$ cat src/sv/ihex_pkg.sv
// ----------------------------------------------------------------------------
// ihex_pkg: shared types and constants of the hex record loader
// Event and error codes, record types, the result record and the digit decode.
// ----------------------------------------------------------------------------
package ihex_pkg;

  typedef enum logic [1:0] {
    EV_WRITE = 2'd0,
    EV_EOF   = 2'd1,
    EV_ERROR = 2'd2
  } event_kind_t;

  typedef enum logic [2:0] {
    ERR_CHECKSUM = 3'd0,
    ERR_SEGMENT  = 3'd1,
    ERR_LINEAR   = 3'd2,
    ERR_START    = 3'd3,
    ERR_TYPE     = 3'd4
  } error_code_t;

  localparam logic [7:0] REC_DATA      = 8'h00;
  localparam logic [7:0] REC_EOF       = 8'h01;
  localparam logic [7:0] REC_EXT_SEG   = 8'h02;
  localparam logic [7:0] REC_START_SEG = 8'h03;
  localparam logic [7:0] REC_EXT_LIN   = 8'h04;
  localparam logic [7:0] REC_START_LIN = 8'h05;

  localparam logic [7:0] CHAR_COLON    = 8'h3a;
  localparam logic [7:0] OFFSET_LEN    = 8'd2;
  localparam logic [7:0] START_LEN     = 8'd4;

  typedef struct packed {
    event_kind_t event_kind;
    logic [31:0] write_address;
    logic [31:0] write_data;
    logic        write_word;
    logic        entry_valid;
    logic [31:0] entry_point;
    error_code_t error_code;
  } result_t;

  // Hex digit value; anything that is not a hex digit reads as zero.
  function automatic logic [3:0] hex_nibble(input logic [7:0] c);
    logic [3:0] v;
    v = 4'd0;
    if (c >= 8'h30 && c <= 8'h39) begin
      v = 4'(c - 8'h30);
    end else if (c >= 8'h61 && c <= 8'h66) begin
      v = 4'(c - 8'h57);
    end else if (c >= 8'h41 && c <= 8'h46) begin
      v = 4'(c - 8'h37);
    end
    return v;
  endfunction

endpackage

$ cat src/sv/ihex_if.sv
// ----------------------------------------------------------------------------
// ihex_char_if / ihex_event_if: valid/ready channels of the hex record loader
// One character channel in, one event channel out.
// ----------------------------------------------------------------------------
interface ihex_char_if;
  logic       valid;
  logic       ready;
  logic [7:0] char_in;

  modport source (output valid, output char_in, input ready);
  modport sink   (input valid, input char_in, output ready);
endinterface

interface ihex_event_if;
  logic        valid;
  logic        ready;
  logic [1:0]  event_kind;
  logic [31:0] write_address;
  logic [31:0] write_data;
  logic        write_word;
  logic        entry_valid;
  logic [31:0] entry_point;
  logic [2:0]  error_code;

  modport source (output valid, output event_kind, output write_address,
                  output write_data, output write_word, output entry_valid,
                  output entry_point, output error_code, input ready);
  modport sink   (input valid, input event_kind, input write_address,
                  input write_data, input write_word, input entry_valid,
                  input entry_point, input error_code, output ready);
endinterface

$ cat src/sv/ihex_in_stage.sv
// ----------------------------------------------------------------------------
// ihex_in_stage: input character register
// Holds one character until the parser consumes it; refills in the same cycle.
// ----------------------------------------------------------------------------
module ihex_in_stage (
  input  logic        clk,
  input  logic        rst_n,
  ihex_char_if.sink   in_if,
  input  logic        consume,
  output logic        char_valid,
  output logic [7:0]  char_data
);

  logic       valid_r;
  logic [7:0] char_r;

  assign in_if.ready = !valid_r || consume;
  assign char_valid  = valid_r;
  assign char_data   = char_r;

  always_ff @(posedge clk) begin
    if (!rst_n) begin
      valid_r <= 1'b0;
    end else if (in_if.ready) begin
      valid_r <= in_if.valid;
    end
  end

  always_ff @(posedge clk) begin
    if (in_if.ready && in_if.valid) begin
      char_r <= in_if.char_in;
    end
  end

endmodule

$ cat src/sv/ihex_parser.sv
// ----------------------------------------------------------------------------
// ihex_parser: record state machine
// Decodes one character per step and produces at most one result.
// ----------------------------------------------------------------------------
module ihex_parser (
  input  logic              clk,
  input  logic              rst_n,
  input  logic              step,
  input  logic [7:0]        char_data,
  input  logic              cfg_wr_en,
  input  logic              cfg_wr_data,
  output logic              res_valid,
  output ihex_pkg::result_t res
);

  typedef enum logic [2:0] {
    PH_HUNT, PH_HEADER, PH_DATA, PH_CHECK, PH_HALTED, PH_DONE
  } phase_t;

  phase_t      phase_r, phase_nxt;
  logic        low_next_r, low_next_nxt;
  logic [3:0]  high_nib_r, high_nib_nxt;
  logic [1:0]  hdr_idx_r, hdr_idx_nxt;
  logic [7:0]  rec_len_r, rec_len_nxt;
  logic [15:0] rec_addr_r, rec_addr_nxt;
  logic [7:0]  rec_type_r, rec_type_nxt;
  logic [7:0]  sum_r, sum_nxt;
  logic [7:0]  left_r, left_nxt;
  logic [1:0]  group_r, group_nxt;
  logic [31:0] acc_r, acc_nxt;
  logic [31:0] waddr_r, waddr_nxt;
  logic [31:0] offset_r, offset_nxt;
  logic [31:0] start_r, start_nxt;
  logic        start_seen_r, start_seen_nxt;
  logic        use_entry_r;

  logic [3:0]  nib;
  logic [7:0]  byte_val;
  logic [7:0]  sum_add;
  logic        addr_zero;

  assign nib       = ihex_pkg::hex_nibble(char_data);
  assign byte_val  = {high_nib_r, nib};
  assign sum_add   = 8'(sum_r + byte_val);
  assign addr_zero = (rec_addr_r == 16'd0);

  always_comb begin
    phase_nxt      = phase_r;
    low_next_nxt   = low_next_r;
    high_nib_nxt   = high_nib_r;
    hdr_idx_nxt    = hdr_idx_r;
    rec_len_nxt    = rec_len_r;
    rec_addr_nxt   = rec_addr_r;
    rec_type_nxt   = rec_type_r;
    sum_nxt        = sum_r;
    left_nxt       = left_r;
    group_nxt      = group_r;
    acc_nxt        = acc_r;
    waddr_nxt      = waddr_r;
    offset_nxt     = offset_r;
    start_nxt      = start_r;
    start_seen_nxt = start_seen_r;
    res_valid      = 1'b0;
    res            = '0;

    unique case (phase_r)
      PH_HALTED, PH_DONE: begin
      end
      PH_HUNT: begin
        if (char_data == ihex_pkg::CHAR_COLON) begin
          phase_nxt    = PH_HEADER;
          hdr_idx_nxt  = 2'd0;
          sum_nxt      = 8'd0;
          low_next_nxt = 1'b0;
        end
      end
      default: begin
        if (!low_next_r) begin
          high_nib_nxt = nib;
          low_next_nxt = 1'b1;
        end else begin
          low_next_nxt = 1'b0;
          sum_nxt      = sum_add;
          unique case (phase_r)
            PH_HEADER: begin
              unique case (hdr_idx_r)
                2'd0: rec_len_nxt = byte_val;
                2'd1: rec_addr_nxt = {byte_val, 8'h00};
                2'd2: rec_addr_nxt = {rec_addr_r[15:8], rec_addr_r[7:0] | byte_val};
                default: begin
                  rec_type_nxt = byte_val;
                  left_nxt     = rec_len_r;
                  group_nxt    = 2'd0;
                  acc_nxt      = 32'd0;
                  waddr_nxt    = 32'(offset_r + {16'd0, rec_addr_r});
                  phase_nxt    = (rec_len_r != 8'd0) ? PH_DATA : PH_CHECK;
                end
              endcase
              hdr_idx_nxt = 2'(hdr_idx_r + 2'd1);
            end
            PH_DATA: begin
              left_nxt = 8'(left_r - 8'd1);
              if (left_r == 8'd1) begin
                phase_nxt = PH_CHECK;
              end
              if (rec_type_r == ihex_pkg::REC_DATA) begin
                if (group_r != 2'd0 || left_r >= 8'd4) begin
                  acc_nxt   = {acc_r[23:0], byte_val};
                  group_nxt = 2'(group_r + 2'd1);
                  if (group_r == 2'd3) begin
                    res_valid         = 1'b1;
                    res.event_kind    = ihex_pkg::EV_WRITE;
                    res.write_address = waddr_r;
                    res.write_data    = {acc_r[23:0], byte_val};
                    res.write_word    = 1'b1;
                    waddr_nxt         = 32'(waddr_r + 32'd4);
                  end
                end else begin
                  res_valid         = 1'b1;
                  res.event_kind    = ihex_pkg::EV_WRITE;
                  res.write_address = waddr_r;
                  res.write_data    = {24'd0, byte_val};
                  res.write_word    = 1'b0;
                  waddr_nxt         = 32'(waddr_r + 32'd1);
                end
              end else begin
                acc_nxt = {acc_r[23:0], byte_val};
              end
            end
            default: begin
              // Checksum byte: test the sum first, then the record layout.
              phase_nxt = PH_HUNT;
              if (sum_add != 8'd0) begin
                phase_nxt      = PH_HALTED;
                res_valid      = 1'b1;
                res.event_kind = ihex_pkg::EV_ERROR;
                res.error_code = ihex_pkg::ERR_CHECKSUM;
              end else begin
                priority case (rec_type_r)
                  ihex_pkg::REC_DATA: begin
                  end
                  ihex_pkg::REC_EOF: begin
                    phase_nxt       = PH_DONE;
                    res_valid       = 1'b1;
                    res.event_kind  = ihex_pkg::EV_EOF;
                    res.entry_valid = start_seen_r && use_entry_r;
                    res.entry_point = (start_seen_r && use_entry_r) ? start_r : 32'd0;
                  end
                  ihex_pkg::REC_EXT_SEG, ihex_pkg::REC_EXT_LIN: begin
                    if (!addr_zero || rec_len_r != ihex_pkg::OFFSET_LEN) begin
                      phase_nxt      = PH_HALTED;
                      res_valid      = 1'b1;
                      res.event_kind = ihex_pkg::EV_ERROR;
                      res.error_code = (rec_type_r == ihex_pkg::REC_EXT_SEG) ?
                                       ihex_pkg::ERR_SEGMENT : ihex_pkg::ERR_LINEAR;
                    end else if (rec_type_r == ihex_pkg::REC_EXT_SEG) begin
                      offset_nxt = {12'd0, acc_r[15:0], 4'd0};
                    end else begin
                      offset_nxt = {acc_r[15:0], 16'd0};
                    end
                  end
                  ihex_pkg::REC_START_SEG, ihex_pkg::REC_START_LIN: begin
                    if (!addr_zero || rec_len_r != ihex_pkg::START_LEN) begin
                      phase_nxt      = PH_HALTED;
                      res_valid      = 1'b1;
                      res.event_kind = ihex_pkg::EV_ERROR;
                      res.error_code = ihex_pkg::ERR_START;
                    end else begin
                      start_seen_nxt = 1'b1;
                      start_nxt      = acc_r;
                    end
                  end
                  default: begin
                    phase_nxt      = PH_HALTED;
                    res_valid      = 1'b1;
                    res.event_kind = ihex_pkg::EV_ERROR;
                    res.error_code = ihex_pkg::ERR_TYPE;
                  end
                endcase
              end
            end
          endcase
        end
      end
    endcase
  end

  always_ff @(posedge clk) begin
    if (!rst_n) begin
      phase_r      <= PH_HUNT;
      low_next_r   <= 1'b0;
      high_nib_r   <= 4'd0;
      hdr_idx_r    <= 2'd0;
      rec_len_r    <= 8'd0;
      rec_addr_r   <= 16'd0;
      rec_type_r   <= 8'd0;
      sum_r        <= 8'd0;
      left_r       <= 8'd0;
      group_r      <= 2'd0;
      acc_r        <= 32'd0;
      waddr_r      <= 32'd0;
      offset_r     <= 32'd0;
      start_r      <= 32'd0;
      start_seen_r <= 1'b0;
      use_entry_r  <= 1'b1;
    end else begin
      if (cfg_wr_en) begin
        use_entry_r <= cfg_wr_data;
      end
      if (step) begin
        phase_r      <= phase_nxt;
        low_next_r   <= low_next_nxt;
        high_nib_r   <= high_nib_nxt;
        hdr_idx_r    <= hdr_idx_nxt;
        rec_len_r    <= rec_len_nxt;
        rec_addr_r   <= rec_addr_nxt;
        rec_type_r   <= rec_type_nxt;
        sum_r        <= sum_nxt;
        left_r       <= left_nxt;
        group_r      <= group_nxt;
        acc_r        <= acc_nxt;
        waddr_r      <= waddr_nxt;
        offset_r     <= offset_nxt;
        start_r      <= start_nxt;
        start_seen_r <= start_seen_nxt;
      end
    end
  end

endmodule

$ cat src/sv/ihex_out_stage.sv
// ----------------------------------------------------------------------------
// ihex_out_stage: result register
// Holds one event until the receiver takes it.
// ----------------------------------------------------------------------------
module ihex_out_stage (
  input  logic              clk,
  input  logic              rst_n,
  input  logic              load,
  input  logic              res_valid,
  input  ihex_pkg::result_t res,
  output logic              advance,
  ihex_event_if.source      out_if
);

  logic              valid_r;
  ihex_pkg::result_t res_r;

  assign advance = !valid_r || out_if.ready;

  assign out_if.valid         = valid_r;
  assign out_if.event_kind    = res_r.event_kind;
  assign out_if.write_address = res_r.write_address;
  assign out_if.write_data    = res_r.write_data;
  assign out_if.write_word    = res_r.write_word;
  assign out_if.entry_valid   = res_r.entry_valid;
  assign out_if.entry_point   = res_r.entry_point;
  assign out_if.error_code    = res_r.error_code;

  always_ff @(posedge clk) begin
    if (!rst_n) begin
      valid_r <= 1'b0;
    end else if (advance) begin
      valid_r <= load && res_valid;
    end
  end

  always_ff @(posedge clk) begin
    if (advance && load && res_valid) begin
      res_r <= res;
    end
  end

endmodule

$ cat src/sv/intel_hex_record_loader.sv
// ----------------------------------------------------------------------------
// intel_hex_record_loader: streaming hex file record loader
// Parses hex file text one character at a time into memory writes and events.
// ----------------------------------------------------------------------------
// Usage:
//   in_if  : one text character per item (valid/ready).
//   out_if : one event per item - a memory write (word or byte), end of file
//            with the optional entry point, or a record error.
//   cfg_wr_en / cfg_wr_data : write the use-entry-point bit (reset 1).
// Timing: an accepted item waits in the input register, is parsed from there,
//   and any event that it yields goes to the result register for out_if.
//   One character is taken every cycle while out_if does not stall; the rate is
//   set by the single parse step between the input and result registers.
// Reset: synchronous, rst_n low. The parser hunts for a ':' and all offsets,
//   the entry point and both stage registers clear.
// Stall: when out_if is not ready and an event is pending, the parser holds;
//   the input register takes a character only if empty, then in_if.ready drops.
// After an end of file or an error event the block drops every character
//   until the next reset.
// ----------------------------------------------------------------------------
module intel_hex_record_loader (
  input  logic         clk,
  input  logic         rst_n,
  ihex_char_if.sink    in_if,
  ihex_event_if.source out_if,
  input  logic         cfg_wr_en,
  input  logic         cfg_wr_data
);

  logic              char_valid;
  logic [7:0]        char_data;
  logic              advance;
  logic              step;
  logic              res_valid;
  ihex_pkg::result_t res;

  // Advance the parser only when a character waits and the result slot is free.
  assign step = char_valid && advance;

  ihex_in_stage u_in (
    .clk        (clk),
    .rst_n      (rst_n),
    .in_if      (in_if),
    .consume    (step),
    .char_valid (char_valid),
    .char_data  (char_data)
  );

  ihex_parser u_parser (
    .clk         (clk),
    .rst_n       (rst_n),
    .step        (step),
    .char_data   (char_data),
    .cfg_wr_en   (cfg_wr_en),
    .cfg_wr_data (cfg_wr_data),
    .res_valid   (res_valid),
    .res         (res)
  );

  ihex_out_stage u_out (
    .clk       (clk),
    .rst_n     (rst_n),
    .load      (step),
    .res_valid (res_valid),
    .res       (res),
    .advance   (advance),
    .out_if    (out_if)
  );

endmodule

$ cat src/flat_wrapper.sv
// flat-port wrapper written by rule: the top's interface ports become plain ports
module intel_hex_record_loader_flat 
  (clk, rst_n, cfg_wr_en, cfg_wr_data, in_if_valid, in_if_char_in, in_if_ready, out_if_valid, out_if_event_kind, out_if_write_address, out_if_write_data, out_if_write_word, out_if_entry_valid, out_if_entry_point, out_if_error_code, out_if_ready);
  ihex_char_if in_if_i ();
  ihex_event_if out_if_i ();
  input  logic clk;
  input  logic rst_n;
  input  logic cfg_wr_en;
  input  logic cfg_wr_data;
  input wire logic [$bits(in_if_i.valid)-1:0] in_if_valid;
  input wire logic [$bits(in_if_i.char_in)-1:0] in_if_char_in;
  output wire logic [$bits(in_if_i.ready)-1:0] in_if_ready;
  output wire logic [$bits(out_if_i.valid)-1:0] out_if_valid;
  output wire logic [$bits(out_if_i.event_kind)-1:0] out_if_event_kind;
  output wire logic [$bits(out_if_i.write_address)-1:0] out_if_write_address;
  output wire logic [$bits(out_if_i.write_data)-1:0] out_if_write_data;
  output wire logic [$bits(out_if_i.write_word)-1:0] out_if_write_word;
  output wire logic [$bits(out_if_i.entry_valid)-1:0] out_if_entry_valid;
  output wire logic [$bits(out_if_i.entry_point)-1:0] out_if_entry_point;
  output wire logic [$bits(out_if_i.error_code)-1:0] out_if_error_code;
  input wire logic [$bits(out_if_i.ready)-1:0] out_if_ready;
  assign in_if_i.valid = in_if_valid;
  assign in_if_i.char_in = in_if_char_in;
  assign in_if_ready = in_if_i.ready;
  assign out_if_valid = out_if_i.valid;
  assign out_if_event_kind = out_if_i.event_kind;
  assign out_if_write_address = out_if_i.write_address;
  assign out_if_write_data = out_if_i.write_data;
  assign out_if_write_word = out_if_i.write_word;
  assign out_if_entry_valid = out_if_i.entry_valid;
  assign out_if_entry_point = out_if_i.entry_point;
  assign out_if_error_code = out_if_i.error_code;
  assign out_if_i.ready = out_if_ready;
  intel_hex_record_loader u_core (.clk(clk), .rst_n(rst_n), .in_if(in_if_i), .out_if(out_if_i), .cfg_wr_en(cfg_wr_en), .cfg_wr_data(cfg_wr_data));
endmodule
$ cat config.mk
export PLATFORM = sky130hd
export DESIGN_NAME = intel_hex_record_loader_flat
export DESIGN_NICKNAME = d
export VERILOG_FILES = /design/src/sv/ihex_pkg.sv /design/src/sv/ihex_if.sv /design/src/sv/ihex_in_stage.sv /design/src/sv/ihex_parser.sv /design/src/sv/ihex_out_stage.sv /design/src/sv/intel_hex_record_loader.sv /design/src/flat_wrapper.sv
export SDC_FILE = /design/constraint.sdc
export NUM_CORES = 1
export LEC_CHECK = 0
export BUFFER_PORTS_ARGS = -buffer_cell sky130_fd_sc_hd__buf_4
export CORE_UTILIZATION = 31
export DETAILED_ROUTE_END_ITERATION = 8
export GPL_TIMING_DRIVEN = 0
export PLACE_DENSITY = 0.53
export SLEW_MARGIN = 20
export SYNTH_ARGS = -nofsm -noshare
export SYNTH_HDL_FRONTEND = slang
export SYNTH_SLANG_ARGS = --single-unit
$ cat constraint.sdc
create_clock -name clk -period 12.5 [get_ports clk]
set_input_delay 1.875 -clock clk [delete_from_list [all_inputs] [get_ports clk]]
set_output_delay 1.875 -clock clk [all_outputs]
set_load 0.1 [all_outputs]
==> results of run 1 <==
==> routing by layer <==
metal  part of all wire, %  track usage (%)
met4                   3.3             7.12
met1                    43             22.7
met5                     0                0
met3                   4.7             3.21
met2                    49             32.1
==> state kept, by name, summed over array words and instances, names as in the netlist, 4 cells and up <==
register                           flops
u_core.u_parser.left_r                 8
u_core.u_parser.sum_r                  8
u_core.u_parser.rec_addr_r            16
u_core.u_parser.rec_type_r             8
u_core.u_parser.rec_len_r              8
u_core.u_out.out_if.entry_point       32
u_core.u_out.out_if.write_address     32
u_core.u_parser.high_nib_r             4
u_core.u_out.out_if.write_data        32
u_core.u_parser.start_r               32
u_core.u_parser.waddr_r               32
u_core.u_in.char_data                  8
u_core.u_parser.offset_r              28
u_core.u_parser.acc_r                 32
==> layout make-up <==
class,instances,share of cell area (%)
Buffer,84,2.04
Clock buffer,60,6.44
Clock inverter,6,0.524
Inverter,33,0.731
Multi-Input combinational cell,1069,37.8
Sequential cell,299,41.9
Tap cell,592,4.37
Timing Repair Buffer,127,6.20
==> logic make-up after synthesis <==
logic type	synth area share [%]
compound gates	13.0
xor+xnor	1.99
fa+ha+maj	3.34
buf+inv	3.38
flops	50.9
mux	4.68
simple gates	22.7
==> worst max path at each step <==
stage	start	endpoint	slack (ps)	cells past startpoint
2_1_floorplan	u_core.u_in.char_data[1]$_DFFE_PP_	u_core.u_out.out_if.entry_point[0]$_SDFFCE_PP0P_	3670	14
4_1_cts	u_core.u_in.char_data[0]$_DFFE_PP_	u_core.u_out.out_if.entry_point[24]$_SDFFCE_PP0P_	7090	18
3_3_place_gp	u_core.u_in.char_data[3]$_DFFE_PP_	u_core.u_out.out_if.entry_point[30]$_SDFFCE_PP0P_	-550	12
5_1_grt	u_core.u_in.char_data[1]$_DFFE_PP_	u_core.u_out.out_if.entry_point[26]$_SDFFCE_PP0P_	6670	18
3_5_place_dp	u_core.u_in.char_data[0]$_DFFE_PP_	u_core.u_out.out_if.entry_point[26]$_SDFFCE_PP0P_	7120	18
6_report	u_core.u_in.char_data[0]$_DFFE_PP_	u_core.u_out.out_if.entry_point[24]$_SDFFCE_PP0P_	7170	18
==> through the flow <==
step	power, mW	setup TNS, ps	instances
after floorplan	1.05	0	1485
after global placement	1.07	-54580	2195
after detailed placement	1.07	0	2203
after CTS	2.13	0	2269
after global routing	2.17	0	2270
final	2.10	0	2270
==> worst reg2reg max path, delay by kind of cell (launching register included) <==
family | cells | cell delay [ps]
buffers and inverters | 4 | 830
xor gates and xnor gates | 1 | 170
adders and majority gates | 3 | 670
AOI/OAI and AO/OA | 3 | 350
DFF | 1 | 440
muxes | 1 | 860
and+or+nand+nor | 6 | 1860
==> report_power, final <==
part / switching, mW / internal, mW / leakage [nW]
Clock: 0.430 / 0.623 / 0.575
Combinational: 0.0319 / 0.0107 / 3.11
Sequential: 0.00218 / 1.01 / 2.79
==> placed cells by master, fill, tap and decap left out, types with 9 or more instances in the layout <==
| cell | instances |
|---|---|
| nor3_1 | 29 |
| edfxtp_1 | 111 |
| o22ai_1 | 16 |
| a21oi_1 | 118 |
| a22oi_1 | 12 |
| nand2_1 | 212 |
| inv_1 | 32 |
| and2_1 | 67 |
| nand3_1 | 91 |
| mux2i_1 | 64 |
| clkbuf_1 | 83 |
| xor2_1 | 13 |
| a31oi_1 | 10 |
| nor4_1 | 15 |
| dfxtp_1 | 188 |
| nor2_1 | 121 |
| clkbuf_16 | 37 |
| a211oi_1 | 33 |
| and3_1 | 44 |
| buf_4 | 121 |
| nand4_1 | 9 |
| o21ai_0 | 51 |
| ha_1 | 34 |
| xnor2_1 | 16 |
==> impl_results.md, run 1 <==
* Status: complete, no violations
* Clock root cell: clkbuf_16
* Worst r2r dst: u_core.u_out.out_if.entry_point[24]$_SDFFCE_PP0P_
* Hold Path Class: reg2reg
* Final Cycle Share at 42.6%
* Drt wl/cell at roughly 19 microns
* P_leak at 6.47 nW
* CP Data Required Time at between 10000 and 15000 ps
* Top cell type's share of synthesized area at approximately 27%
* Synth async-reset ratio at 0%
* Netlist Area Pre-Place at 13900 sq um
* Post_cts resized at 0
* First-pass GRT wire length at between 60000 and 70000 microns
* TritonCTS Sinks at between 200 and 300
* # H-tree levels at 2
* Number of port buffers at between 100 and 150
* Clk_skew at 23.1 ps
* Footprint of the multi-input gates at between 6000 and 7000 sq um
* Die ar. at around 46000 sq um
* Iteration-0 DRC Markers at 885
* WS Path Type: reg2reg
* CTS tree: yes
* Placed instance area at about 16000 sq um
* Final setup viols at 0
* Rows at 77
* Area delta synth->final at 21.7%
* Initial core utilization at 31.4%
* Finished Cell Area at around 17000 sq um
* Maximum clock rate at 0.188 GHz
* Antenna violations before repair at 1
* Final Critical Period at 5330 ps
* Chip height at approximately 210 microns
* RSZ-0062 raised after global routing: no
* Synth cell count leaders: nand2_1 (212), dfxtp_1 (188), nor2_1 (121), a21oi_1 (118), edfxtp_1 (111)
* Hold Startpoint: u_core.u_parser.start_r[22]$_SDFFE_PN0P_
* Post-synthesis sequential area ratio at 50.9%
* CP delay by family, top: simple AND/OR/NAND/NOR gates
* Critical register-to-register path startpoint: u_core.u_in.char_data[0]$_DFFE_PP_
* YS warnings at 0
* CORE AREA at 44300 sq um
* Top cell type by total area after synthesis: dfxtp_1
* Worst Hold Endpoint: u_core.u_parser.start_r[22]$_SDFFE_PN0P_
* Max IR drop VDD at between 0.08 and 0.09 mV
* Drt pass-1 iters at 5
* CP max stage cell: nor4_2
* Fraction of layout cells with a size suffix above 1 at about 12%
* Clock latency on the worst-skew pair at around 560 ps
* Setup slack after placement at 7120 ps
* Critical Path Max Stage Delay at 880 ps
* Die width at 214 microns
* IO Pins at about 120
* Pin count of the biggest net entering global routing at 25
* Hold Path Depth at 2
* Synth Instances at 1485
* Worst path cell trace: inv_1, ha_1, nand2b_1, o21ai_0, a31oi_1, mux2i_1, inv_1, ha_1, inv_1, fa_1, nand2b_1, a21oi_1, xor2_1, nor4_2, nand4b_4, nor4_2, clkbuf_1, and2_1
* Grt ovf at 0
* Number of flops mapped to enable cells by yosys at roughly 110
* Final core utilization at 38.2%
* CP Launch Type: register
* Reg2reg path depth at 18
* Max-cap violations at 0
* Antenna-violating nets left at 0
* Placer Congestion at 0.878
* Post-synth top flop: dfxtp_1
* # DRC at 0
* DP HPWL at 30900 microns
* Setup ws final at approximately 7200 ps
* Setup bufs post-CTS at 0
* Synth top area cells: dfxtp_1 (27%), edfxtp_1 (24%), nand2_1 (5.7%)
* Flop and latch count out of synthesis at 299
* Hold-fix buffers, CTS at 0
* Final #Nets at between 1500 and 2000
* GRT Util Overall at around 19%
* Critical Path AT at between 5000 and 6000 ps
* Hold Slack at about 450 ps
* Fill cells at approximately 4500
* Final Hold Viols at 0
* TritonCTS buffer count at 36
* DR vias at about 12000
* Buffers and inverters on the worst path at 4
* Drt total wl at between 40000 and 50000 microns
* Clock-pin slew on the worst setup and hold paths at approximately 60 ps
* Register area at 7100 sq um
* Vias in the first global route at ~12000
* Worst path most repeated cell: inv_1
* Slew HR at a little over a quarter
* Worst-path fanout max at 10
* Most common cell in the synthesized netlist: nand2_1
* Mean Syn Cell Area at ~9.4 sq um
* Pwr/cell area at 124 nW/um^2
* Clock Tree Buf Depth at 3
* Max-slew violation count at 0
* Reg2reg setup slack at slightly above 7000 ps
* Post-Syn Nets at roughly 1500
* Synth unique cells at 69
* Worst Setup End Kind: register
* Via/cell ratio at 5.17
* Worst-margin pin slew at approximately 1100 ps
* Diode count at 0
Note: power is estimated with default switching activity, not from simulation.
==> run 2, diff against run 1 <==
--- a/config.mk
+++ b/config.mk
@@ -9,7 +9,7 @@
 export CORE_UTILIZATION = 31
 export DETAILED_ROUTE_END_ITERATION = 8
 export GPL_TIMING_DRIVEN = 0
-export PLACE_DENSITY = 0.53
+export PLACE_DENSITY = 0.55
 export SLEW_MARGIN = 20
 export SYNTH_ARGS = -nofsm -noshare
 export SYNTH_HDL_FRONTEND = slang
==> constraint.sdc (replaced) <==
create_clock -name clk -period 4.6 [get_ports clk]
set_input_delay 0.69 -clock clk [delete_from_list [all_inputs] [get_ports clk]]
set_output_delay 0.69 -clock clk [all_outputs]
set_load 0.1 [all_outputs]
==> run 2 against run 1 <==
Non-clock buffer count rose by 13; sequential power grew to 2.7 times the previous value; register-to-register slack got worse by 7000 ps; critical path type unchanged; first-iteration DRC count down 0.79%; combinational power rose to 3.2 times the previous value; worst setup slack got worse by 7000 ps.
==> impl_results.md, run 2 (same netlist as run 1, synthesis figures left out) <==
* Status: complete, no violations
* # DRC at 0
* Pin count of the biggest net entering global routing at 26
* Worst path cell trace: inv_2, ha_4, nand2b_4, o21ai_1, a31oi_4, mux2i_4, inv_1, ha_2, inv_1, fa_2, nand2b_4, a21oi_2, xor2_1, nor4_2, nand4b_4, or4b_1, buf_6, buf_6, mux2i_1
* First-pass GRT wire length at about 66000 microns
* Max IR drop VDD at around 0.21 mV
* Iteration-0 DRC Markers at 878
* Maximum clock rate at approximately 0.23 GHz
* Rows at slightly below 80
* Setup TNS at 0 ps
* Die ar. at between 40000 and 50000 sq um
* CP Launch Type: register
* Drt total wl at between 40000 and 50000 microns
* Clk_skew at roughly 23 ps
* Drt wl/cell at roughly 19 microns
* IO Pins at 119
* Hold-fix buffers, CTS at 0
* Most common cell after layout, fill and taps aside: nand2_1
* Initial core utilization at 31.4%
* Clock Tree Buf Depth at 3
* Vias in the first global route at around 12000
* Setup slack after placement at -548 ps
* Final Hold Viols at 0
* Clock latency on the worst-skew pair at 560 ps
* DR vias at 11900
* Clock-pin slew on the worst setup and hold paths at 50 ps
* Hold Path Depth at 1
* Pwr/cell area at around 330 nW/um^2
* Reg2reg setup slack at approximately 200 ps
* Reg2reg path depth at 19
* CP max stage cell: or4b_1
* DP HPWL at 30800 microns
* Drt pass-1 iters at 7
* WS Path Type: reg2reg
* TritonCTS Sinks at 299
* Final Critical Period at 4390 ps
* GRT Util Overall at 18.6%
* Antenna-violating nets left at 0
* CP Data Required Time at 5030 ps
* P_leak at 6.56 nW
* CTS tree: yes
* Critical Path AT at 4820 ps
* Antenna violations before repair at 0
* Worst-path fanout max at 10
* Chip height at between 200 and 250 microns
* Area delta synth->final at 23.3%
* Worst Setup End Kind: register
* Worst Hold Endpoint: u_core.u_in.char_data[2]$_DFFE_PP_
* Critical Path Max Stage Delay at 560 ps
* Hold Path Class: in2reg
* Placer Congestion at about 0.89
* Worst r2r dst: u_core.u_parser.offset_r[12]$_SDFFE_PN0P_
* Max-cap violations at 0
* Hold Startpoint: in_if_char_in[2]
* Final setup viols at 0
* Fraction of layout cells with a size suffix above 1 at 14.1%
* Slew HR at approximately 28%
* Critical register-to-register path startpoint: u_core.u_in.char_data[1]$_DFFE_PP_
* Fill cells at 4502
* CORE AREA at 44300 sq um
* TritonCTS buffer count at 36
* Critical path origin: u_core.u_in.char_data[1]$_DFFE_PP_
* Die width at between 200 and 250 microns
* Number of port buffers at 118
* Max-slew violation count at 0
* Via/cell ratio at approximately 5.2
* Worst-margin pin slew at ~1100 ps
* Grt ovf at 0
* Final #Nets at between 1500 and 2000
* Clock root cell: clkbuf_16
* Most frequent cells in the layout: nand2_1 (212), dfxtp_1 (188), buf_4 (133)
* Diode count at 0
* Final Cycle Share at a little over nine tenths
* # H-tree levels at 2
* RSZ-0062 raised after global routing: no
* Setup ws final at about 210 ps
-- run 2: critical path: cells and delay by family (launching register included) --
kind | cells | cell delay (ps)
flip-flops | 1 | 520
AO/OA/AOI/OAI | 3 | 490
multiplexers | 2 | 290
adder cells (fa/ha/maj) | 3 | 690
AND/OR/NAND/NOR | 5 | 1500
buffers and inverters | 5 | 680
XOR/XNOR | 1 | 100
-- run 2: through the flow --
| stage | hold slack, ps | utilization (%) | instance area, sq um | power, mW | std cells |
|---|---|---|---|---|---|
| 2_1_floorplan | 424 | - | 14000 | 2.86 | 1485 |
| 3_3_place_gp | 439 | 35.4 | 15700 | 2.92 | 2195 |
| 3_5_place_dp | 446 | 35.8 | 15800 | 2.92 | 2203 |
| 4_1_cts | 293 | 38.6 | 17100 | 5.82 | 2277 |
| 5_1_grt | 299 | 38.8 | 17200 | 5.94 | 2283 |
| 6_report | 321 | 38.8 | 17200 | 5.76 | 2283 |
-- run 2: area by class of cell --
class / instances / area [sq um] / share of cell area (%)
Inverter: 33 / 124 / 0.721
Multi-Input combinational cell: 1069 / 6540 / 38.1
Timing Repair Buffer: 140 / 1150 / 6.67
Tap cell: 592 / 741 / 4.31
Clock inverter: 9 / 125 / 0.728
Sequential cell: 299 / 7100 / 41.3
Buffer: 84 / 347 / 2.02
Clock buffer: 57 / 1060 / 6.20
-- run 2: power breakdown --
group | internal [mW] | switching (mW) | leakage, nW
clock | 1.72 | 1.16 | 0.582
combinational | 0.0409 | 0.0947 | 3.19
sequential | 2.73 | 0.00779 | 2.79
-- run 2: how the worst max path moves through the flow --
stage,end,slack (ps)
6_report,u_core.u_parser.offset_r[12]$_SDFFE_PN0P_,210
5_1_grt,u_core.u_parser.offset_r[12]$_SDFFE_PN0P_,4
3_5_place_dp,u_core.u_out.out_if.entry_point[29]$_SDFFCE_PP0P_,-550
2_1_floorplan,u_core.u_out.out_if.entry_point[0]$_SDFFCE_PP0P_,-170
3_3_place_gp,u_core.u_out.out_if.entry_point[30]$_SDFFCE_PP0P_,-2040
4_1_cts,u_core.u_parser.offset_r[12]$_SDFFE_PN0P_,40
-- run 2: per-layer routing --
layer / vias to the layer above / global-route usage (%) / routed length [microns] / share of wire (%)
met3: 94 / 3.03 / 2260 / 5.2
met2: 384 / 32.7 / 21600 / 50
li1: 5690 / - / - / -
met4: 0 / 6.79 / 1330 / 3.1
met1: 5716 / 22.7 / 18100 / 42
met5: - / 0 / 0 / 0
-- run 2: timing repair --
action,CTS,global route
setup endpoints to repair,127,136
pin swaps,5,2
gates resized for setup,4,1
setup buffers,8,6
hold endpoints to repair,0,0
==> run 3, diff against run 2 <==
--- a/config.mk
+++ b/config.mk
@@ -6,10 +6,12 @@
 export NUM_CORES = 1
 export LEC_CHECK = 0
 export BUFFER_PORTS_ARGS = -buffer_cell sky130_fd_sc_hd__buf_4
+export CORE_MARGIN = 10
 export CORE_UTILIZATION = 31
 export DETAILED_ROUTE_END_ITERATION = 8
 export GPL_TIMING_DRIVEN = 0
 export PLACE_DENSITY = 0.55
+export REMOVE_ABC_BUFFERS = 1
 export SLEW_MARGIN = 20
 export SYNTH_ARGS = -nofsm -noshare
 export SYNTH_HDL_FRONTEND = slang
==> run 3 against run 2 <==
Non-clock buffer count shrank 63; first-iteration DRC count shrank 9.7%; routed wire length shrank 9.6%; clock skew shrank 4.8 ps; final cell count shrank 2.8%; sequential power is essentially flat; via count shrank 5.1%; global-route usage shrank 4.3 points; sequential cell count is the same; clock power shrank 4%; power shrank 2.3%; critical endpoint unchanged; largest cell class unchanged.
==> impl_results.md, run 3 (same netlist as run 1, synthesis figures left out) <==
* Status: complete, no violations
* Antenna-violating nets left at 0
* Hold Path Class: in2reg
* Pwr/cell area at around 330 nW/um^2
* Clock root cell: clkbuf_16
* Worst Setup End Kind: register
* Diode count at 0
* IO Pins at between 100 and 150
* Fill cells at 4422
* Chip height at approximately 230 microns
* Worst-path fanout max at 21
* Clk_skew at 18.2 ps
* # DRC at 0
* Critical register-to-register path startpoint: u_core.u_in.char_data[3]$_DFFE_PP_
* Number of port buffers at 118
* Fraction of layout cells with a size suffix above 1 at about 15%
* Pin count of the biggest net entering global routing at about 140
* Final #Nets at 1650
* Inst Count DP at 2139
* Final Hold Viols at 0
* Maximum clock rate at around 0.23 GHz
* Slew HR at roughly 28%
* Reg2reg path depth at 16
* Drt total wl at 39200 microns
* # H-tree levels at 2
* Final Cycle Share at about 93%
* Die width at approximately 230 microns
* Most frequent cells in the layout: nand2_1 (211), dfxtp_1 (188), buf_4 (134)
* Via/cell ratio at ~5.1
* GRT Util Overall at roughly 14%
* Area delta synth->final at 22.5%
* CP Data Required Time at slightly above 5000 ps
* CTS tree: yes
* Die ar. at around 54000 sq um
* Placer Congestion at 0.832
* Final Total Pwr at ~5.6 mW
* First-pass GRT wire length at around 62000 microns
* Antenna violations before repair at 0
* Crit path capture: u_core.u_parser.offset_r[12]$_SDFFE_PN0P_
* Reg2reg setup slack at between 300 and 400 ps
* TritonCTS Sinks at ~300
* Max-cap violations at 0
* WS Path Type: reg2reg
* Most common cell after layout, fill and taps aside: nand2_1
* TritonCTS buffer count at 36
* P_leak at 6.57 nW
* CORE AREA at between 40000 and 50000 sq um
* Max IR drop VDD at around 0.22 mV
* Grt ovf at 0
* Critical path origin: u_core.u_in.char_data[3]$_DFFE_PP_
* Hold-fix buffers, CTS at 0
* Drt pass-1 iters at 5
* Initial core utilization at between 30% and 40%
* Fin cells at around 2200
* Drt wl/cell at between 15 and 20 microns
* Critical Path AT at roughly 4700 ps
* DR vias at ~11000
* Clock-pin slew on the worst setup and hold paths at 60 ps
* Worst-margin pin slew at 1080 ps
* Clock latency on the worst-skew pair at between 500 and 600 ps
* Iteration-0 DRC Markers at 793
* Clock Tree Buf Depth at 3
* Final Critical Period at roughly 4300 ps
* DP HPWL at ~27000 microns
* Worst r2r dst: u_core.u_parser.offset_r[12]$_SDFFE_PN0P_
* Final setup viols at 0
* Max-slew violation count at 0
* RSZ-0062 raised after global routing: no
* Vias in the first global route at 11100
* Rows at 77
* CP Launch Type: register
-- run 3: cell types whose count changed in the layout (fill, tap and decap cells not counted), sizes merged --
cell / delta
buf: +4
clkbuf: -76
clkinv: +12
inv: -3
-- run 3: what timing repair did --
item                       4_1_cts  5_1_grt
setup buffers                    8        7
setup endpoints to repair      194      133
gates resized for setup          8        4
pin swaps                        6        4
-- run 3: per-stage QoR --
| stage | hold slack (ps) | setup TNS (ps) | setup WS, ps | cell area, sq um | util (%) |
|---|---|---|---|---|---|
| after floorplan | 423 | -447370 | -4230 | 13600 | - |
| after global routing | 293 | 0 | 5.93 | 17100 | 38.5 |
| after detailed placement | 442 | -60190 | -575 | 15800 | 35.5 |
| after CTS | 290 | 0 | 34.2 | 17000 | 38.4 |
| after global placement | 438 | -1308290 | -9320 | 15200 | 34.3 |
| final | 323 | 0 | 309 | 17100 | 38.5 |
-- run 3: worst min-delay path by stage --
| stage | start | endpoint | slack (ps) | cells after the start |
|---|---|---|---|---|
| after floorplan | u_core.u_parser.sum_r[7]$_SDFFE_PN0P_ | u_core.u_parser.sum_r[7]$_SDFFE_PN0P_ | 420 | 1 |
| after global routing | in_if_char_in[3] | u_core.u_in.char_data[3]$_DFFE_PP_ | 290 | 1 |
| final | in_if_char_in[2] | u_core.u_in.char_data[2]$_DFFE_PP_ | 320 | 1 |
| after global placement | u_core.u_parser.start_r[13]$_SDFFE_PN0P_ | u_core.u_parser.start_r[13]$_SDFFE_PN0P_ | 440 | 2 |
| after CTS | in_if_char_in[2] | u_core.u_in.char_data[2]$_DFFE_PP_ | 290 | 1 |
| after detailed placement | u_core.u_parser.start_r[10]$_SDFFE_PN0P_ | u_core.u_parser.start_r[10]$_SDFFE_PN0P_ | 440 | 2 |
-- run 3: layer usage --
metal | routed length, microns | vias up | GRT usage, % | part of all wire [%]
li1 | - | 5571 | - | -
met1 | 16900 | 5393 | 17.5 | 43
met2 | 19300 | 262 | 24.6 | 49
met3 | 2080 | 54 | 2.99 | 5.3
met4 | 862 | 0 | 4.29 | 2.2
met5 | 0 | - | 0 | 0
-- run 3: area by class of cell --
type | instances | area (sq um) | area share, %
inverter | 33 | 129 | 0.755
clock buffer | 48 | 987 | 5.78
clock inverter | 18 | 164 | 0.960
tap | 592 | 741 | 4.34
sequential | 299 | 7100 | 41.6
multi-input combinational | 1069 | 6510 | 38.1
timing repair buffer | 161 | 1450 | 8.47
-- run 3: power by group --
group / total [mW] / switching (mW) / internal (mW)
clock: 2.77 / 1.14 / 1.63
sequential: 2.74 / 0.00621 / 2.73
combinational: 0.113 / 0.0763 / 0.0365
total: 5.63 / 1.22 / 4.40
-- run 3: critical path: stages (launching register included) --
cell and delay, ps:
edfxtp_1 470, nor4b_2 340, o21ai_1 130, a31oi_2 230, mux2i_4 190, inv_1 150, ha_1 200, inv_1 60
fa_1 410, nand2b_1 190, a21oi_1 210, nor4_1 90, a211oi_2 270, nand4b_4 280, or4b_4 630, buf_12 200
mux2i_1 130
